--- src/sv/tasm_pkg.sv ---
// Shared types, constants and helpers for the three-axis stage motion model.
package tasm_pkg;

  localparam int NUM_AXES = 3;
  localparam int AX_W = 2;
  localparam int POS_W = 32;
  localparam int MD_A_W = 33;
  localparam int MD_P_W = 65;
  localparam int MUL_STEPS = 32;
  localparam int DIV_STEPS = 65;
  localparam int MD_CNT_W = 7;
  localparam logic [31:0] MS_PER_S = 32'd1000;

  typedef enum logic [2:0] {
    K_TICK  = 3'd0,
    K_PMOVE = 3'd1,
    K_SMOVE = 3'd2,
    K_STOP  = 3'd3,
    K_RESET = 3'd4,
    K_QUERY = 3'd5
  } kind_e;

  typedef struct packed {
    logic [2:0]         kind;
    logic [1:0]         axis;
    logic signed [31:0] target_pos;
    logic signed [31:0] move_speed;
  } cmd_t;

  typedef struct packed {
    logic               accepted;
    logic signed [31:0] position;
    logic               moving;
    logic               speed_mode;
  } rsp_t;

  // Request to the shared multiply-divide unit: q = a * b / c.
  typedef struct packed {
    logic              go;
    logic [MD_A_W-1:0] a;
    logic [31:0]       b;
    logic [31:0]       c;
  } md_req_t;

  typedef enum logic [1:0] {
    MD_IDLE,
    MD_MUL,
    MD_DIV,
    MD_DONE
  } md_phase_t;

  typedef enum logic [3:0] {
    S_IDLE,
    S_CMD,
    S_EVOLVE,
    S_EV_WAIT,
    S_POST,
    S_MOVE,
    S_MV_WAIT,
    S_REPORT,
    S_REJECT
  } seq_state_t;

  // Clamp a wide signed sum to the signed 32-bit range.
  function automatic logic [31:0] sat32(input logic signed [MD_P_W:0] v);
    logic signed [MD_P_W:0] hi;
    logic signed [MD_P_W:0] lo;
    hi = (MD_P_W + 1)'(32'sh7FFFFFFF);
    lo = -(MD_P_W + 1)'(33'sh080000000);
    if (v > hi) return 32'h7FFFFFFF;
    else if (v < lo) return 32'h80000000;
    else return v[31:0];
  endfunction

endpackage

--- src/sv/tasm_muldiv.sv ---
// Bit-serial multiply then restoring divide: q = a * b / c, truncated.
module tasm_muldiv (
  input  logic                      clk,
  input  logic                      rst,
  input  tasm_pkg::md_req_t         req,
  output logic                      done,
  output logic [tasm_pkg::MD_P_W-1:0] q
);

  tasm_pkg::md_phase_t phase;
  logic [tasm_pkg::MD_P_W-1:0]   acc;
  logic [tasm_pkg::MD_A_W-1:0]   a_reg;
  logic [31:0]                   b_reg;
  logic [31:0]                   c_reg;
  logic [31:0]                   rem;
  logic [tasm_pkg::MD_CNT_W-1:0] cnt;
  logic [32:0]                   trial;
  logic                          fits;

  // One divide digit: shift in the next dividend bit and try subtract
  assign trial = {rem, acc[tasm_pkg::MD_P_W-1]};
  assign fits  = trial >= {1'b0, c_reg};

  // Sequence multiply steps, then divide steps
  always_ff @(posedge clk) begin
    if (rst) begin
      phase <= tasm_pkg::MD_IDLE;
      cnt   <= '0;
    end else begin
      unique case (phase)
        tasm_pkg::MD_IDLE: begin
          if (req.go) begin
            a_reg <= req.a;
            b_reg <= req.b;
            c_reg <= req.c;
            acc   <= '0;
            cnt   <= '0;
            phase <= tasm_pkg::MD_MUL;
          end
        end
        tasm_pkg::MD_MUL: begin
          acc   <= {acc[tasm_pkg::MD_P_W-2:0], 1'b0} +
                   (b_reg[31] ? {{(tasm_pkg::MD_P_W-tasm_pkg::MD_A_W){1'b0}}, a_reg}
                              : {tasm_pkg::MD_P_W{1'b0}});
          b_reg <= {b_reg[30:0], 1'b0};
          if (cnt == tasm_pkg::MD_CNT_W'(tasm_pkg::MUL_STEPS - 1)) begin
            cnt   <= '0;
            rem   <= '0;
            phase <= tasm_pkg::MD_DIV;
          end else begin
            cnt <= cnt + 1'b1;
          end
        end
        tasm_pkg::MD_DIV: begin
          rem <= fits ? 32'(trial - {1'b0, c_reg}) : trial[31:0];
          acc <= {acc[tasm_pkg::MD_P_W-2:0], fits};
          if (cnt == tasm_pkg::MD_CNT_W'(tasm_pkg::DIV_STEPS - 1)) begin
            phase <= tasm_pkg::MD_DONE;
          end else begin
            cnt <= cnt + 1'b1;
          end
        end
        tasm_pkg::MD_DONE: begin
          phase <= tasm_pkg::MD_IDLE;
        end
        default: phase <= tasm_pkg::MD_IDLE;
      endcase
    end
  end

  assign done = (phase == tasm_pkg::MD_DONE);
  assign q    = acc;

endmodule

--- src/sv/three_axis_stage_motion_model_top.sv ---
// Three-axis stage motion model: command sequencer, axis records and result beat.
// A rejected command or a reset of an idle axis goes from decode straight to the result;
// a tick, query or stop with no divide passes evolve and post first; a position move makes
// up to two passes through the bit-serial muldiv unit, 32 multiply plus 65 divide steps each.
// One item at a time: busy drops as the result beat shows on done for exactly one cycle,
// so the next command is taken at the edge that ends the beat; the receiver cannot stall.
// Synchronous reset clears time, all axis records and the sequencer.
module three_axis_stage_motion_model_top (
  input  logic           clk,
  input  logic           rst,
  input  logic           start,
  output logic           busy,
  input  tasm_pkg::cmd_t cmd,
  output logic           done,
  output tasm_pkg::rsp_t rsp
);

  tasm_pkg::seq_state_t state;
  tasm_pkg::seq_state_t state_next;

  logic [31:0] now_ms;
  logic [31:0] cur_pos    [tasm_pkg::NUM_AXES];
  logic        active     [tasm_pkg::NUM_AXES];
  logic        is_speed   [tasm_pkg::NUM_AXES];
  logic [31:0] start_pos  [tasm_pkg::NUM_AXES];
  logic [31:0] start_time [tasm_pkg::NUM_AXES];
  logic [31:0] goal_pos   [tasm_pkg::NUM_AXES];
  logic [31:0] rate       [tasm_pkg::NUM_AXES];
  logic [31:0] end_time   [tasm_pkg::NUM_AXES];

  logic [2:0]  kind;
  logic [tasm_pkg::AX_W-1:0] ax;
  logic [31:0] tgt;
  logic [31:0] spd;
  logic        neg;

  logic        ok;
  logic [31:0] el;
  logic [31:0] dur;
  logic [32:0] pdiff;
  logic [32:0] pmag;
  logic [31:0] rmag;
  logic [31:0] smag;
  logic        md_done;
  logic [tasm_pkg::MD_P_W-1:0] md_q;
  logic signed [tasm_pkg::MD_P_W:0] ev_sum;
  logic [31:0] dsat;
  tasm_pkg::md_req_t md_req;

  // Decode the held command against the addressed axis record
  assign ok    = (32'(ax) < tasm_pkg::NUM_AXES);
  assign el    = now_ms - start_time[ax];
  assign dur   = end_time[ax] - start_time[ax];
  assign pdiff = {goal_pos[ax][31], goal_pos[ax]} - {start_pos[ax][31], start_pos[ax]};
  assign pmag  = pdiff[32] ? (33'd0 - pdiff) : pdiff;
  assign rmag  = rate[ax][31] ? (32'd0 - rate[ax]) : rate[ax];
  assign smag  = spd[31] ? (32'd0 - spd) : spd;
  assign ev_sum = $signed({{(tasm_pkg::MD_P_W-31){start_pos[ax][31]}}, start_pos[ax]}) +
                  (neg ? -$signed({1'b0, md_q}) : $signed({1'b0, md_q}));
  assign dsat  = (|md_q[tasm_pkg::MD_P_W-1:32]) ? 32'hFFFFFFFF : md_q[31:0];

  tasm_muldiv u_md (
    .clk  (clk),
    .rst  (rst),
    .req  (md_req),
    .done (md_done),
    .q    (md_q)
  );

  // Hold the sequencer state
  always_ff @(posedge clk) begin
    if (rst) state <= tasm_pkg::S_IDLE;
    else     state <= state_next;
  end

  // Pick the next step and drive the multiply-divide request
  always_comb begin
    state_next = state;
    md_req     = '0;
    unique case (state)
      tasm_pkg::S_IDLE: begin
        if (start) state_next = tasm_pkg::S_CMD;
      end
      tasm_pkg::S_CMD: begin
        if (!ok) begin
          state_next = tasm_pkg::S_REJECT;
        end else begin
          unique case (kind)
            tasm_pkg::K_TICK, tasm_pkg::K_QUERY, tasm_pkg::K_SMOVE, tasm_pkg::K_STOP:
              state_next = tasm_pkg::S_EVOLVE;
            tasm_pkg::K_PMOVE:
              state_next = (spd == 32'd0) ? tasm_pkg::S_REJECT : tasm_pkg::S_EVOLVE;
            tasm_pkg::K_RESET:
              state_next = (active[ax] && !is_speed[ax]) ? tasm_pkg::S_MOVE
                                                         : tasm_pkg::S_REPORT;
            default: state_next = tasm_pkg::S_REJECT;
          endcase
        end
      end
      tasm_pkg::S_EVOLVE: begin
        if (!active[ax]) begin
          state_next = tasm_pkg::S_POST;
        end else if (is_speed[ax]) begin
          md_req     = '{go: 1'b1, a: {1'b0, rmag}, b: el, c: tasm_pkg::MS_PER_S};
          state_next = tasm_pkg::S_EV_WAIT;
        end else if (el >= dur) begin
          state_next = tasm_pkg::S_POST;
        end else begin
          md_req     = '{go: 1'b1, a: pmag, b: el, c: dur};
          state_next = tasm_pkg::S_EV_WAIT;
        end
      end
      tasm_pkg::S_EV_WAIT: begin
        if (md_done) state_next = tasm_pkg::S_POST;
      end
      tasm_pkg::S_POST: begin
        state_next = (kind == tasm_pkg::K_PMOVE) ? tasm_pkg::S_MOVE : tasm_pkg::S_REPORT;
      end
      tasm_pkg::S_MOVE: begin
        md_req     = '{go: 1'b1, a: pmag, b: tasm_pkg::MS_PER_S, c: rate[ax]};
        state_next = tasm_pkg::S_MV_WAIT;
      end
      tasm_pkg::S_MV_WAIT: begin
        if (md_done) state_next = tasm_pkg::S_REPORT;
      end
      tasm_pkg::S_REPORT, tasm_pkg::S_REJECT: begin
        state_next = tasm_pkg::S_IDLE;
      end
      default: state_next = tasm_pkg::S_IDLE;
    endcase
  end

  // Update time, axis records and the result beat
  always_ff @(posedge clk) begin
    if (rst) begin
      now_ms <= '0;
      done   <= 1'b0;
      for (int i = 0; i < tasm_pkg::NUM_AXES; i++) begin
        cur_pos[i]    <= '0;
        active[i]     <= 1'b0;
        is_speed[i]   <= 1'b0;
        start_pos[i]  <= '0;
        start_time[i] <= '0;
        goal_pos[i]   <= '0;
        rate[i]       <= '0;
        end_time[i]   <= '0;
      end
    end else begin
      done <= 1'b0;
      unique case (state)
        tasm_pkg::S_IDLE: begin
          if (start) begin
            kind <= cmd.kind;
            ax   <= cmd.axis;
            tgt  <= cmd.target_pos;
            spd  <= cmd.move_speed;
            if (cmd.kind == tasm_pkg::K_TICK) now_ms <= now_ms + 32'd1;
          end
        end
        tasm_pkg::S_CMD: begin
          // Reset zeroes the axis and restarts an active move from zero
          if (ok && kind == tasm_pkg::K_RESET) begin
            cur_pos[ax] <= '0;
            if (active[ax]) begin
              start_pos[ax]  <= '0;
              start_time[ax] <= now_ms;
              if (is_speed[ax]) begin
                goal_pos[ax] <= '0;
                end_time[ax] <= now_ms;
              end
            end
          end
        end
        tasm_pkg::S_EVOLVE: begin
          if (active[ax]) begin
            if (is_speed[ax]) neg <= rate[ax][31];
            else if (el >= dur) cur_pos[ax] <= goal_pos[ax];
            else neg <= pdiff[32];
          end
        end
        tasm_pkg::S_EV_WAIT: begin
          if (md_done) cur_pos[ax] <= tasm_pkg::sat32(ev_sum);
        end
        tasm_pkg::S_POST: begin
          unique case (kind)
            tasm_pkg::K_PMOVE: begin
              active[ax]     <= 1'b1;
              is_speed[ax]   <= 1'b0;
              start_pos[ax]  <= cur_pos[ax];
              start_time[ax] <= now_ms;
              goal_pos[ax]   <= tgt;
              rate[ax]       <= smag;
            end
            tasm_pkg::K_SMOVE: begin
              active[ax]     <= 1'b1;
              is_speed[ax]   <= 1'b1;
              start_pos[ax]  <= cur_pos[ax];
              start_time[ax] <= now_ms;
              goal_pos[ax]   <= cur_pos[ax];
              rate[ax]       <= spd;
              end_time[ax]   <= now_ms;
            end
            tasm_pkg::K_STOP: active[ax] <= 1'b0;
            default: ;
          endcase
        end
        tasm_pkg::S_MV_WAIT: begin
          if (md_done) end_time[ax] <= start_time[ax] + dsat;
        end
        tasm_pkg::S_REPORT: begin
          done           <= 1'b1;
          rsp.accepted   <= 1'b1;
          rsp.position   <= cur_pos[ax];
          rsp.moving     <= active[ax];
          rsp.speed_mode <= active[ax] && is_speed[ax];
        end
        tasm_pkg::S_REJECT: begin
          done <= 1'b1;
          rsp  <= '0;
        end
        default: ;
      endcase
    end
  end

  assign busy = (state != tasm_pkg::S_IDLE);

endmodule
--- config.mk ---
export PLATFORM = sky130hd
export DESIGN_NAME = three_axis_stage_motion_model_top
export DESIGN_NICKNAME = d
export VERILOG_FILES = /design/src/sv/tasm_pkg.sv /design/src/sv/tasm_muldiv.sv /design/src/sv/three_axis_stage_motion_model_top.sv
export SDC_FILE = /design/constraint.sdc
export NUM_CORES = 2
export LEC_CHECK = 0
export ABC_AREA = 1
export BUFFER_PORTS_ARGS = -buffer_cell sky130_fd_sc_hd__buf_2
export CORE_MARGIN = 8
export CORE_UTILIZATION = 54
export DETAILED_ROUTE_END_ITERATION = 10
export PLACE_DENSITY = 0.73
export SLEW_MARGIN = 20
export SYNTH_ARGS = -nofsm -noshare
export SYNTH_HDL_FRONTEND = slang
export SYNTH_HIERARCHICAL = 1
export SYNTH_SLANG_ARGS = --single-unit
export TNS_END_PERCENT = 10
--- constraint.sdc ---
create_clock -name clk -period 12.35 [get_ports clk]
set_input_delay 0.6175 -clock clk [delete_from_list [all_inputs] [get_ports clk]]
set_output_delay 0.6175 -clock clk [all_outputs]
set_load 0.05 [all_outputs]
==> results.cfg <==
[yosys]
synth-main-ff-cell = edfxtp_1
syn_avg_cell_area_um2 = 7.74
synth_area_leaders = edfxtp_1, nand2_1, nor2_1, inv_1, ha_1
async_reset_ff_share_pct = 0
synthMuxAreaShare_pct = 0
synth-compound-area-share_pct = 10.5
synthesis.area_um2 = 73200
synthAdderAreaFrac_pct = 5.30
ys_ff_latch = 1123
yosys_warnings = 6
syn_inst = 9466
synth-simple-area-share_pct = 27.3
synth_top_area_share_pct = 44.1
synth-edff-count = 1075
ys_seq_area_share_pct = 45.4
synth_top_family_by_area = simple AND/OR/NAND/NOR gates
synth_nets = 9844
synth.largest_area_cell = edfxtp_1
synth_xor_area_share_pct = 3.24
yosys.cell_types.count = 73

[clock_network]
cts_tree = built
clock_latency_ns = 0.80
cts_resized = 0
hold_buffers = 69
cts_made_buffers = 117
cts_htree_levels = 3
clock_sinks = 1123
cts_setup_buffers = 0
root_buffer = clkbuf_16
cts.clk_slew.worst_paths_ns = 0.06
clock_path_buffers = 3

[final_layout]
drive_gt1_share_pct = 5.82
nets = 9908
post-route-util_pct = 59.3
syn_to_final_growth_pct = 9.35
layoutNonFillerInstCount = 11417
final_cell_area_um2 = 80100

[critical_path]
cpPeakStageDelay_ns = 0.83
critPathLaunchType = flip-flop
reg2reg_setup_slack_ns = 3.50
crit_fanout = 134
cp_data_arrival_time_ns = 9.17
worstSetupEndpoint = u_md/q[50]
path_delay_family = compound AO/OA/AOI/OAI gates
endpoint_kind = flip-flop
cp.depth = 31
crit_buf_inv = 6
crit_required_ns = 12.67
rr_endpoint = u_md/q[50]
cpMostUsedCell = nand2_1
worstSetupPathType = reg -> reg
cpMaxStageDelayCell = nor2_4
worst_r2r_path_depth = 31

[sta]
slew_viol_final = 0
rsz0062_at_grt = false
worst_slew_pin_slew_ns = 1.13
fin_tns_setup_ns = 0
fmax_ghz = 0.113
period_share_pct = 71.6
setup_viol_count_final = 0
skew_ns = 0.115
maxSlewHeadroom_pct = 24.2
hold_violations = 0
fin_crit_ns = 8.85

[global_routing]
grt_usage_pct = 32.9
grt_pass1_vias = 61452
gr-total-overflow = 0
antenna_found_initial = 10
grt_pass1_wl_um = 373000
grt_max_degree = 171

[power]
leakage_uw = 0.0346
ir_drop_mv = 0.158
p_seq_share_pct = 27.0
swShare_pct = 47.7
power_frac_clock_pct = 21.0
p_int_uw = 9140
power.share.combinational_pct = 52.0
p_per_area_nw_per_um2 = 218
p_sw_uw = 8330

[min_path]
worstHoldPathType = in -> reg

[place]
dpl.hpwl_um = 183000
placed_cells = 11121
routabilityCongestion = 1.02
placement.cell_area_um2 = 75400
io_buffer_count = 108

[outcome]
status = finished clean

[routing]
antenna_left = 0
first_pass_iters = 7
routed_wl_um = 250000
vias = 66507
drt-initial-drc-count = 8675
wl_per_cell_um = 21.9
drc_errors = 0
via_per_inst = 5.83

[flow_run]
cap_viol_max_count = 0

[die]
rows = 135
die_w_um = 384
io_pins = 109
start_util_pct = 54.2
die_area_um2 = 148000
coreArea_um2 = 135000
die_h_um = 384
worst min-delay path by stage:
| stage | slack (ns) | end | from | depth (start not counted) |
|---|---|---|---|---|
| floorplan | 0.44 | start_time[3][0] | now_ms[0] | 0 |
| global placement | 0.46 | start_time[3][0] | now_ms[0] | 0 |
| detailed placement | 0.46 | start_time[3][0] | now_ms[0] | 0 |
| CTS | 0.31 | state[2] | start | 4 |
| global route | 0.36 | state[2] | start | 4 |
| finish | 0.37 | state[2] | start | 4 |
cell usage after synthesis (42+ instances only):
cell / instances
nand2_2: 81
nor3_1: 128
dfxtp_1: 48
a32oi_1: 61
nand4_1: 96
xnor2_1: 56
xor2_1: 215
a21oi_1: 524
o22ai_1: 123
nand2_1: 2645
clkbuf_1: 178
edfxtp_1: 1075
ha_1: 299
nand3_1: 336
nor2_1: 1431
a32o_1: 42
buf_2: 78
o21ai_0: 402
inv_1: 1228
nand3b_1: 50
placed cells by master, fill, tap and decap left out, drive strengths merged, types with 69 or more instances in the layout:
cell / n
xor2: 215
ha: 299
clkbuf: 152
a21oi: 529
buf: 184
nand2: 2730
inv: 1238
edfxtp: 1075
o21ai: 417
dlygate4sd3: 69
nor2: 1459
nor3: 136
o22ai: 123
nand3: 338
nand4: 97
worst min-delay path, delay by kind of cell:
| family | cells | cell delay, ns |
|---|---|---|
| AND/OR/NAND/NOR | 1 | 0.07 |
| AO/OA/AOI/OAI | 2 | 0.28 |
| buffers and inverters | 1 | 0.14 |
metrics by stage:
step	hold slack (ns)	power, µW	setup WS (ns)
after floorplan	0.445	10800	3.38
after global placement	0.459	13500	3.93
after detailed placement	0.456	13600	3.73
after CTS	0.306	17300	3.65
after global routing	0.356	18500	2.89
final	0.374	17500	3.50
power by group through the flow:
stage                     logic (µW)  clock network, µW  registers (µW)
after floorplan                 6050                  0            4720
after global routing            9890               3840            4750
after global placement          8720                  0            4790
after CTS                       8850               3690            4720
final                           9080               3660            4720
after detailed placement        8770                  0            4800
logic make-up (layout without fill, tap and decap cells):
kind of cell	count (synthesis)	count (layout)
flops	1123	1123
fa+ha+maj	306	306
compound gates	1327	1327
xor+xnor	271	271
buf+inv	1553	1719
other cells	0	4
simple gates	4886	4886
metal layers:
metal / global-route usage [%] / part of all wire [%]
met1: 47.1 / 42
met2: 50.2 / 43
met3: 6.19 / 11
met4: 11.0 / 3.7
met5: 0 / 0.0052
layout make-up:
cell class,instances,area [µm²]
multi-input combinational,6790,34100
clock inverter,69,840
inverter,1245,4700
tap,1781,2230
fill,12236,55000
antenna,4,10.0
sequential,1123,33200
timing repair buffer,253,1860
clock buffer,152,3140
(Power assumes the default switching activity.)
